<file path="config.mk">
export PLATFORM = sky130hd
export DESIGN_NAME = ordered_dither_rgb_core
export DESIGN_NICKNAME = d
export VERILOG_FILES = /design/src/rtl/odr_pkg.sv /design/src/rtl/odr_front.sv /design/src/rtl/odr_lane.sv /design/src/rtl/odr_back.sv /design/src/rtl/ordered_dither_rgb_core.sv
export SDC_FILE = /design/constraint.sdc
export NUM_CORES = 2
export LEC_CHECK = 0
export ABC_CLOCK_PERIOD_IN_PS = 6650
export BUFFER_PORTS_ARGS = -buffer_cell sky130_fd_sc_hd__buf_2
export CAP_MARGIN = 10
export CORE_MARGIN = 1.5
export CORE_UTILIZATION = 58
export CTS_CLUSTER_DIAMETER = 120
export DETAILED_ROUTE_END_ITERATION = 8
export PLACE_DENSITY = 0.77
export SKIP_CTS_REPAIR_TIMING = 1
export SYNTH_ARGS = -nofsm -noshare
export SYNTH_HDL_FRONTEND = slang
export SYNTH_HIERARCHICAL = 1
export SYNTH_SLANG_ARGS = --single-unit
</file>
<file path="constraint.sdc">
create_clock -name clock -period 6.65 [get_ports clock]
set_input_delay 0.9975 -clock clock [delete_from_list [all_inputs] [get_ports clock]]
set_output_delay 0.9975 -clock clock [all_outputs]
set_load 0.01 [all_outputs]
</file>
<file path="src/rtl/odr_pkg.sv">
package odr_pkg;

   localparam int unsigned MAX_MATRIX_SIDE_DEF = 16;
   localparam int unsigned NUM_CHANNELS = 3;
   localparam int unsigned LEVELS_W = 9;
   localparam int unsigned COORD_W = 16;
   localparam int unsigned PIX_W = 8;
   localparam int unsigned LG_W = 3;
   localparam int unsigned CSR_INDEX_W = 2;

   // lane pipeline: product, clamp, index numerator, index, dividend, then one stage per
   // quotient bit
   localparam int unsigned PRE_STAGES = 5;
   localparam int unsigned DIV_STEPS = PIX_W;
   localparam int unsigned LANE_DEPTH = PRE_STAGES + DIV_STEPS;

   // floor(n / 510) == (n * RECIP_510) >> RECIP_SHIFT for every n below 2**17
   localparam logic [17:0] RECIP_510 = 18'd131587;
   localparam int unsigned RECIP_SHIFT = 26;

   typedef logic [CSR_INDEX_W-1:0] csr_index_type;
   localparam csr_index_type CSR_RED_LEVELS = 2'd0;
   localparam csr_index_type CSR_GREEN_LEVELS = 2'd1;
   localparam csr_index_type CSR_BLUE_LEVELS = 2'd2;

   typedef logic [PIX_W-1:0] pix_type;
   typedef logic [LEVELS_W-1:0] levels_type;

   typedef logic [255:0][7:0] iv_table_type;

   // intensity step 255 div (L-1), indexed by L-1, worked out at elaboration
   function automatic iv_table_type build_iv_table();
      iv_table_type tab;
      int rem;
      int quo;
      for (int d = 0; d < 256; d++) begin
         if (d == 0) begin
            tab[d] = 8'd255;
         end else begin
            rem = 255;
            quo = 0;
            for (int j = 0; j < 256; j++) begin
               if (rem >= d) begin
                  rem = rem - d;
                  quo = quo + 1;
               end
            end
            tab[d] = 8'(quo);
         end
      end
      return tab;
   endfunction

   localparam iv_table_type IV_TABLE = build_iv_table();

   // level count minus one, with out of range counts folded to 2 and 256
   function automatic logic [7:0] levels_m1(input levels_type lv);
      logic [7:0] res;
      if (lv < 9'd2) begin
         res = 8'd1;
      end else if (lv > 9'd256) begin
         res = 8'd255;
      end else begin
         res = 8'(lv - 9'd1);
      end
      return res;
   endfunction

   // log2 of the matrix side, limited by the largest side that fits
   function automatic logic [LG_W-1:0] matrix_lg(input logic [7:0] lm1,
                                                 input logic [LG_W-1:0] max_lg);
      logic [LG_W-1:0] lg;
      if (lm1 <= 8'd2) begin
         lg = 3'd4;
      end else if (lm1 <= 8'd14) begin
         lg = 3'd3;
      end else if (lm1 <= 8'd62) begin
         lg = 3'd2;
      end else begin
         lg = 3'd1;
      end
      if (lg > max_lg) begin
         lg = max_lg;
      end
      return lg;
   endfunction

   // recursive bayer value: the bit pair from coordinate bit 0 ends up most significant
   function automatic logic [7:0] bayer_m(input logic [LG_W-1:0] lg, input logic [3:0] row,
                                          input logic [3:0] col);
      logic [7:0] m;
      m = '0;
      for (int b = 0; b < 4; b++) begin
         if (LG_W'(b) < lg) begin
            m = {m[5:0], row[b] ^ col[b], row[b]};
         end
      end
      return m;
   endfunction

   typedef struct packed {
      pix_type             comp;
      logic [7:0]          lm1;
      logic [LG_W-1:0]     lg;
      logic [7:0]          iv;
      logic signed [9:0]   thr;
   } chan_job_type;

   typedef struct packed {
      chan_job_type [NUM_CHANNELS-1:0] ch;
   } job_type;

   typedef struct packed {
      logic    valid;
      job_type job;
   } front_out_type;

   typedef struct packed {
      pix_type red;
      pix_type green;
      pix_type blue;
   } result_type;

endpackage

</file>
<file path="src/rtl/odr_front.sv">
module odr_front import odr_pkg::*; #(
   parameter int unsigned MAX_MATRIX_SIDE = MAX_MATRIX_SIDE_DEF
) (
   input  logic                                  clock,
   input  logic                                  reset,
   input  logic                                  push,
   output logic                                  full,
   input  logic [COORD_W-1:0]                    pixel_x,
   input  logic [COORD_W-1:0]                    pixel_y,
   input  pix_type [NUM_CHANNELS-1:0]            comp,
   input  levels_type [NUM_CHANNELS-1:0]         levels,
   input  logic                                  take,
   output front_out_type                         front_out
);

   localparam int unsigned MAX_LG = $clog2(MAX_MATRIX_SIDE + 1) - 1;

   job_type     job_in;
   job_type     fq_ff [2];
   logic        fq_wr_ff, fq_wr_in;
   logic        fq_rd_ff, fq_rd_in;
   logic [1:0]  fq_cnt_ff, fq_cnt_in;
   logic        accept;
   logic        release_head;

   // classify: matrix size, threshold offset and intensity step per channel
   always_comb begin
      logic [7:0]      lm1;
      logic [LG_W-1:0] lg;
      logic [7:0]      m;
      for (int c = 0; c < NUM_CHANNELS; c++) begin
         lm1 = levels_m1(levels[c]);
         lg = matrix_lg(lm1, LG_W'(MAX_LG));
         m = bayer_m(lg, pixel_y[3:0], pixel_x[3:0]);
         job_in.ch[c].comp = comp[c];
         job_in.ch[c].lm1 = lm1;
         job_in.ch[c].lg = lg;
         job_in.ch[c].iv = IV_TABLE[lm1];
         job_in.ch[c].thr = signed'({1'b0, m, 1'b0}) - signed'(10'(1) << {lg, 1'b0});
      end
   end

   assign full = (fq_cnt_ff == 2'd2);
   assign accept = push & ~full;
   assign release_head = take & (fq_cnt_ff != 2'd0);

   assign front_out.valid = (fq_cnt_ff != 2'd0);
   assign front_out.job = fq_ff[fq_rd_ff];

   always_comb begin
      fq_wr_in = fq_wr_ff ^ accept;
      fq_rd_in = fq_rd_ff ^ release_head;
      fq_cnt_in = fq_cnt_ff + 2'(accept) - 2'(release_head);
   end

   always_ff @(posedge clock) begin
      if (reset) begin
         fq_wr_ff <= 1'b0;
         fq_rd_ff <= 1'b0;
         fq_cnt_ff <= 2'd0;
      end else begin
         fq_wr_ff <= fq_wr_in;
         fq_rd_ff <= fq_rd_in;
         fq_cnt_ff <= fq_cnt_in;
      end
   end

   always_ff @(posedge clock) begin
      if (accept) begin
         fq_ff[fq_wr_ff] <= job_in;
      end
   end

endmodule

</file>
<file path="src/rtl/odr_lane.sv">
module odr_lane import odr_pkg::*; (
   input  logic         clock,
   input  logic         en,
   input  chan_job_type job,
   output pix_type      result
);

   logic signed [16:0] prod_ff, prod_in;
   pix_type            comp1_ff;
   logic [7:0]         lm1_1_ff;
   logic [LG_W-1:0]    lg1_ff;

   pix_type            val_ff, val_in;
   logic [7:0]         lm1_2_ff;

   logic [16:0]        num_ff, num_in;
   logic [7:0]         lm1_3_ff;

   logic [7:0]         idx_ff, idx_in;
   logic [7:0]         lm1_4_ff;

   logic [16:0]        rem_ff [DIV_STEPS+1];
   logic [16:0]        rem_in [DIV_STEPS+1];
   logic [8:0]         dvs_ff [DIV_STEPS+1];
   logic [8:0]         dvs_in [DIV_STEPS+1];
   pix_type            quo_ff [DIV_STEPS+1];
   pix_type            quo_in [DIV_STEPS+1];

   assign prod_in = 17'(signed'({1'b0, job.iv}) * job.thr);

   // shift by log2(2N) floors the offset; then clamp to the pixel range
   always_comb begin
      logic [3:0]         shamt;
      logic signed [16:0] sum;
      shamt = {lg1_ff, 1'b0} + 4'd1;
      sum = signed'({9'b0, comp1_ff}) + (prod_ff >>> shamt);
      if (sum < 17'sd0) begin
         val_in = '0;
      end else if (sum > 17'sd255) begin
         val_in = 8'd255;
      end else begin
         val_in = sum[7:0];
      end
   end

   always_comb begin
      logic [15:0] vd;
      vd = 16'(val_ff) * 16'(lm1_2_ff);
      num_in = {vd, 1'b0} + 17'd255;
   end

   // nearest level index: divide by 510 through the reciprocal
   always_comb begin
      logic [34:0] recip_prod;
      recip_prod = 35'(num_ff) * 35'(RECIP_510);
      idx_in = recip_prod[RECIP_SHIFT +: 8];
   end

   // level value round(k*255/(L-1)) by restoring division, one quotient bit per stage
   always_comb begin
      logic [16:0] trial;
      rem_in[0] = {idx_ff, 9'b0} - {7'b0, idx_ff, 1'b0} + {9'b0, lm1_4_ff};
      dvs_in[0] = {lm1_4_ff, 1'b0};
      quo_in[0] = '0;
      for (int j = 1; j <= DIV_STEPS; j++) begin
         trial = 17'(dvs_ff[j-1]) << (DIV_STEPS - j);
         dvs_in[j] = dvs_ff[j-1];
         if (rem_ff[j-1] >= trial) begin
            rem_in[j] = rem_ff[j-1] - trial;
            quo_in[j] = quo_ff[j-1] | (PIX_W'(1) << (DIV_STEPS - j));
         end else begin
            rem_in[j] = rem_ff[j-1];
            quo_in[j] = quo_ff[j-1];
         end
      end
   end

   always_ff @(posedge clock) begin
      if (en) begin
         prod_ff <= prod_in;
         comp1_ff <= job.comp;
         lm1_1_ff <= job.lm1;
         lg1_ff <= job.lg;
         val_ff <= val_in;
         lm1_2_ff <= lm1_1_ff;
         num_ff <= num_in;
         lm1_3_ff <= lm1_2_ff;
         idx_ff <= idx_in;
         lm1_4_ff <= lm1_3_ff;
         for (int j = 0; j <= DIV_STEPS; j++) begin
            rem_ff[j] <= rem_in[j];
            dvs_ff[j] <= dvs_in[j];
            quo_ff[j] <= quo_in[j];
         end
      end
   end

   assign result = quo_ff[DIV_STEPS];

endmodule

</file>
<file path="src/rtl/odr_back.sv">
module odr_back import odr_pkg::*; (
   input  logic          clock,
   input  logic          reset,
   input  front_out_type front_out,
   output logic          take,
   output logic          empty,
   input  logic          pop,
   output result_type    result
);

   pix_type [NUM_CHANNELS-1:0] lane_res;
   logic [LANE_DEPTH-1:0]      valid_ff, valid_in;
   logic                       en;
   logic                       oq_full;
   logic                       oq_push;
   logic                       oq_pop;
   result_type                 oq_ff [2];
   result_type                 oq_data;
   logic                       oq_wr_ff, oq_wr_in;
   logic                       oq_rd_ff, oq_rd_in;
   logic [1:0]                 oq_cnt_ff, oq_cnt_in;

   // whole pipeline moves when the output queue can take its last stage
   assign oq_full = (oq_cnt_ff == 2'd2);
   assign en = ~oq_full | pop;
   assign take = en;

   for (genvar c = 0; c < NUM_CHANNELS; c++) begin : g_lane
      odr_lane u_lane (
         .clock  (clock),
         .en     (en),
         .job    (front_out.job.ch[c]),
         .result (lane_res[c])
      );
   end

   assign valid_in = {valid_ff[LANE_DEPTH-2:0], front_out.valid};

   always_ff @(posedge clock) begin
      if (reset) begin
         valid_ff <= '0;
      end else if (en) begin
         valid_ff <= valid_in;
      end
   end

   assign oq_push = en & valid_ff[LANE_DEPTH-1];
   assign oq_pop = pop & ~empty;
   assign oq_data.red = lane_res[0];
   assign oq_data.green = lane_res[1];
   assign oq_data.blue = lane_res[2];

   always_comb begin
      oq_wr_in = oq_wr_ff ^ oq_push;
      oq_rd_in = oq_rd_ff ^ oq_pop;
      oq_cnt_in = oq_cnt_ff + 2'(oq_push) - 2'(oq_pop);
   end

   always_ff @(posedge clock) begin
      if (reset) begin
         oq_wr_ff <= 1'b0;
         oq_rd_ff <= 1'b0;
         oq_cnt_ff <= 2'd0;
      end else begin
         oq_wr_ff <= oq_wr_in;
         oq_rd_ff <= oq_rd_in;
         oq_cnt_ff <= oq_cnt_in;
      end
   end

   always_ff @(posedge clock) begin
      if (oq_push) begin
         oq_ff[oq_wr_ff] <= oq_data;
      end
   end

   assign empty = (oq_cnt_ff == 2'd0);
   assign result = oq_ff[oq_rd_ff];

endmodule

</file>
<file path="src/rtl/ordered_dither_rgb_core.sv">
// a pushed pixel reaches the rsp ports through the input queue, the lane pipeline and the output queue
// throughput: one pixel per cycle while the output queue has room or is popped; the 13-stage lane
// pipeline ends in the 8-stage level divider after the index multiply and advances on that condition
// reset: synchronous, active high; empties both queues and the pipeline, all level counts
// return to 2
module ordered_dither_rgb_core import odr_pkg::*; #(
   parameter int unsigned MAX_MATRIX_SIDE = MAX_MATRIX_SIDE_DEF
) (
   input  logic                    clock,
   input  logic                    reset,
   input  logic                    push,
   output logic                    full,
   input  logic [COORD_W-1:0]      req_pixel_x,
   input  logic [COORD_W-1:0]      req_pixel_y,
   input  logic [PIX_W-1:0]        req_red_in,
   input  logic [PIX_W-1:0]        req_green_in,
   input  logic [PIX_W-1:0]        req_blue_in,
   output logic                    empty,
   input  logic                    pop,
   output logic [PIX_W-1:0]        rsp_red_out,
   output logic [PIX_W-1:0]        rsp_green_out,
   output logic [PIX_W-1:0]        rsp_blue_out,
   input  logic                    csr_we,
   input  csr_index_type           csr_index,
   input  logic [LEVELS_W-1:0]     csr_wdata
);

   levels_type                    red_levels_ff, red_levels_in;
   levels_type                    green_levels_ff, green_levels_in;
   levels_type                    blue_levels_ff, blue_levels_in;
   levels_type [NUM_CHANNELS-1:0] levels;
   pix_type [NUM_CHANNELS-1:0]    comp;
   front_out_type                 front_out;
   logic                          take;
   result_type                    result;

   always_comb begin
      red_levels_in = red_levels_ff;
      green_levels_in = green_levels_ff;
      blue_levels_in = blue_levels_ff;
      if (csr_we) begin
         unique case (csr_index)
            CSR_RED_LEVELS: red_levels_in = csr_wdata;
            CSR_GREEN_LEVELS: green_levels_in = csr_wdata;
            CSR_BLUE_LEVELS: blue_levels_in = csr_wdata;
            default: ;
         endcase
      end
   end

   always_ff @(posedge clock) begin
      if (reset) begin
         red_levels_ff <= 9'd2;
         green_levels_ff <= 9'd2;
         blue_levels_ff <= 9'd2;
      end else begin
         red_levels_ff <= red_levels_in;
         green_levels_ff <= green_levels_in;
         blue_levels_ff <= blue_levels_in;
      end
   end

   assign levels = {blue_levels_ff, green_levels_ff, red_levels_ff};
   assign comp = {req_blue_in, req_green_in, req_red_in};

   odr_front #(
      .MAX_MATRIX_SIDE (MAX_MATRIX_SIDE)
   ) u_front (
      .clock     (clock),
      .reset     (reset),
      .push      (push),
      .full      (full),
      .pixel_x   (req_pixel_x),
      .pixel_y   (req_pixel_y),
      .comp      (comp),
      .levels    (levels),
      .take      (take),
      .front_out (front_out)
   );

   odr_back u_back (
      .clock     (clock),
      .reset     (reset),
      .front_out (front_out),
      .take      (take),
      .empty     (empty),
      .pop       (pop),
      .result    (result)
   );

   assign rsp_red_out = result.red;
   assign rsp_green_out = result.green;
   assign rsp_blue_out = result.blue;

endmodule

</file>
==> out/results.ini <==
[routing]
routed-via-count=51700
final_antenna_net_count=0
wl_um=150000
drc=0
dr.first_iter.drc_count=2986
detail_route.first_pass.iterations=6
wl_per_cell_um=16.4
routed_via_density=5.64

[sta]
hold_viol=0
period_needed_ps=5670
setup_violations=0
fin_skew_ps=40.7
worst_pin_slew_ps=1170
period_share=0.853
slew_violations=0
timing.setup.tns_ps=0
fmax_mhz=176
rsz0062_at_grt=false
maxSlewHeadroom=0.222

[floorplanning]
die_y_um=379
fp.coreArea_um2=140000
design.portCount=98
fp-row-count=137
dieArea_um2=144000
start_util=0.586
fp.dieW_um=379

[hold_path]
hold_class=flop to flop
hp-start=u_back/g_lane[2].u_lane/quo_ff[1][22]

[layout]
postLayoutCellArea_um2=89200
area_growth_pct=8.66
nFillCells=10500
layout-drive-gt1-share=0.0870
layout.nets=8367
final_util=0.637
fin_cells=9173

[critical_path]
r2r_setup_slack_ps=980
ff2ff_path_depth=16
crit_start=u_front/fq_rd_ff
endpoint=u_back/g_lane[1].u_lane/prod_ff[16]
arrival_ps=6160
required_ps=7130
end_kind=flop
crit_fanout=29
rr_startpoint=u_front/fq_rd_ff
critPathKind=flop to flop
crit_path_start_kind=flop
rr_endpoint=u_back/g_lane[1].u_lane/prod_ff[16]

[clock_tree]
clk_pin_slew_ps=60
clk_latency_ps=780
clockRootBuffer=clkbuf_16
clkSinkCount=1275
htree_levels=4
cts.path.max_buffers=3
cts_made_buffers=139
cts_tree=yes

[yosys]
synth-edff-count=1227
netlist_instances=7063
ys_ff_latch=1275
synth.avg_cell_area_um2=11.6
yosys_most_used_dff=edfxtp_1
ys_warn_count=6
syn-cell-area_um2=82100
ys_async_sr_fraction=0
ys_types=120
ys_seq_area_frac=0.461

[global_routing]
grt_max_degree=150
track_usage=0.212
grt_pass1_wl_um=250000
grt_overflow_total=0
first_global_vias=52500
antenna_found_initial=3

[placed_design]
place.gp.congestion=0.922
dp_hpwl_um=112000
io_buffer_count=73
dpl-instance-area_um2=84500
dp_cells=8913

[job]
drv_cap=0

[status]
status=completed

-- per-layer routing --
layer | track usage | share of wire
met5 | 0 | 0.000087
met4 | 0.0716 | 0.030
met2 | 0.384 | 0.51
met3 | 0.0317 | 0.039
met1 | 0.256 | 0.42
-- metrics by stage --
step	hold WS [ps]	setup slack (ps)
floorplan	400	115
global placement	401	1070
detailed placement	405	1020
CTS	353	962
global route	358	465
finish	408	977
-- cells in the final DEF, fill, tap and decap left out, types with 42 or more instances in the layout --
master | synthesis | final
xor2_1 | 116 | 116
clkbuf_16 | 0 | 140
nor4_1 | 61 | 61
inv_1 | 914 | 914
or3_1 | 48 | 48
nand2b_1 | 101 | 101
xnor2_1 | 251 | 251
a211oi_1 | 48 | 48
nor2b_1 | 98 | 98
mux2i_1 | 99 | 99
fa_1 | 348 | 348
dfxtp_1 | 48 | 47
a21boi_0 | 42 | 42
a21oi_1 | 274 | 274
edfxtp_1 | 1227 | 1227
and2_1 | 333 | 333
nor3_1 | 123 | 123
ha_1 | 768 | 766
o31ai_1 | 49 | 49
mux2_2 | 202 | 202
nor2_1 | 372 | 372
o21ai_0 | 244 | 244
a21o_1 | 71 | 71
o21a_1 | 71 | 71
nand4_1 | 44 | 44
nand2_1 | 427 | 427
nand3_1 | 70 | 70
buf_2 | 34 | 73
-- logic make-up (layout without fill, tap and decap cells) --
group	count (synthesis)	after routing	synth area share
AO/OA/AOI/OAI	1091	1091	0.0876
XOR/XNOR	368	368	0.0394
adder cells (fa/ha/maj)	1116	1116	0.202
buffers and inverters	1058	1282	0.0497
flip-flops	1275	1275	0.461
multiplexers	316	316	0.0438
other	1	11	0.0000457
AND/OR/NAND/NOR	1838	1838	0.117
-- registers in the layout (all words and copies together) (netlist names), 48 cells and up --
register / cells
u_back/g_lane.u_lane/num_ff: 48
u_back/oq_ff: 48
u_back/g_lane.u_lane/prod_ff: 48
u_front/fq_ff: 222
u_back/g_lane.u_lane/dvs_ff: 168
u_back/g_lane.u_lane/rem_ff: 408
u_back/g_lane.u_lane/quo_ff: 108
-- worst min-delay path by stage --
stage	endpoint	slack [ps]	cells after the start
after detailed placement	u_back/g_lane[0].u_lane/lm1_2_ff[7]	400	0
final	u_back/g_lane[2].u_lane/quo_ff[1][30]	410	0
after CTS	u_front/fq_ff[1][67]	350	1
after global routing	u_front/fq_ff[0][69]	360	1
after global placement	u_back/g_lane[0].u_lane/lm1_2_ff[5]	400	0
after floorplan	u_back/g_lane[0].u_lane/lm1_2_ff[0]	400	0
-- worst max-delay path, stage by stage (launching register included) --
cell and delay [ps]:
dfxtp_4 640, buf_12 270, mux2_2 440, and2_1 210, fa_1 420, inv_1 90, fa_1 420, fa_1 480
fa_1 550, inv_1 40, ha_1 330, o21a_1 140, o21ai_1 260, a211oi_1 140, a2111oi_0 610, a21oi_1 180
xnor2_1 150
-- layout make-up --
| class | instances | area (µm²) | area share |
|---|---|---|---|
| Antenna cell | 2 | 5.00 | 0.0000561 |
| Clock buffer | 170 | 3700 | 0.0414 |
| Clock inverter | 87 | 970 | 0.0109 |
| Inverter | 923 | 3470 | 0.0389 |
| Multi-Input combinational cell | 4738 | 40300 | 0.451 |
| Sequential cell | 1275 | 37800 | 0.424 |
| Tap cell | 1876 | 2350 | 0.0263 |
| Timing Repair Buffer | 102 | 633 | 0.00710 |
-- synthesized netlist by cell type (24+ instances only) --
| master | n | area (µm²) |
|---|---|---|
| and2_1 | 333 | 2080 |
| a211oi_1 | 48 | 360 |
| a31oi_1 | 24 | 150 |
| mux2i_1 | 99 | 991 |
| dfxtp_1 | 48 | 961 |
| a21oi_1 | 274 | 1370 |
| o211ai_1 | 33 | 248 |
| nand3_1 | 70 | 350 |
| xnor2_1 | 251 | 2200 |
| o31ai_1 | 49 | 368 |
| ha_1 | 768 | 9610 |
| nor2_1 | 372 | 1400 |
| nor2b_1 | 98 | 613 |
| a21boi_0 | 42 | 315 |
| nand2_1 | 427 | 1600 |
| o21a_1 | 71 | 533 |
| inv_1 | 914 | 3430 |
| nor3_1 | 123 | 616 |
| nand2b_1 | 101 | 632 |
| clkbuf_1 | 81 | 304 |
| nand4_1 | 44 | 275 |
| a21o_1 | 71 | 533 |
| or2_2 | 29 | 181 |
| o21ai_0 | 244 | 1220 |
| xor2_1 | 116 | 1020 |
| edfxtp_1 | 1227 | 36800 |
| nor4_1 | 61 | 382 |
| fa_1 | 348 | 6970 |
| mux2_2 | 202 | 2270 |
| buf_2 | 34 | 170 |
| or3_1 | 48 | 300 |
Power is left out: the tool's default activity adds up to more than one toggle a clock period on the data nets, which glitch-free logic cannot reach.
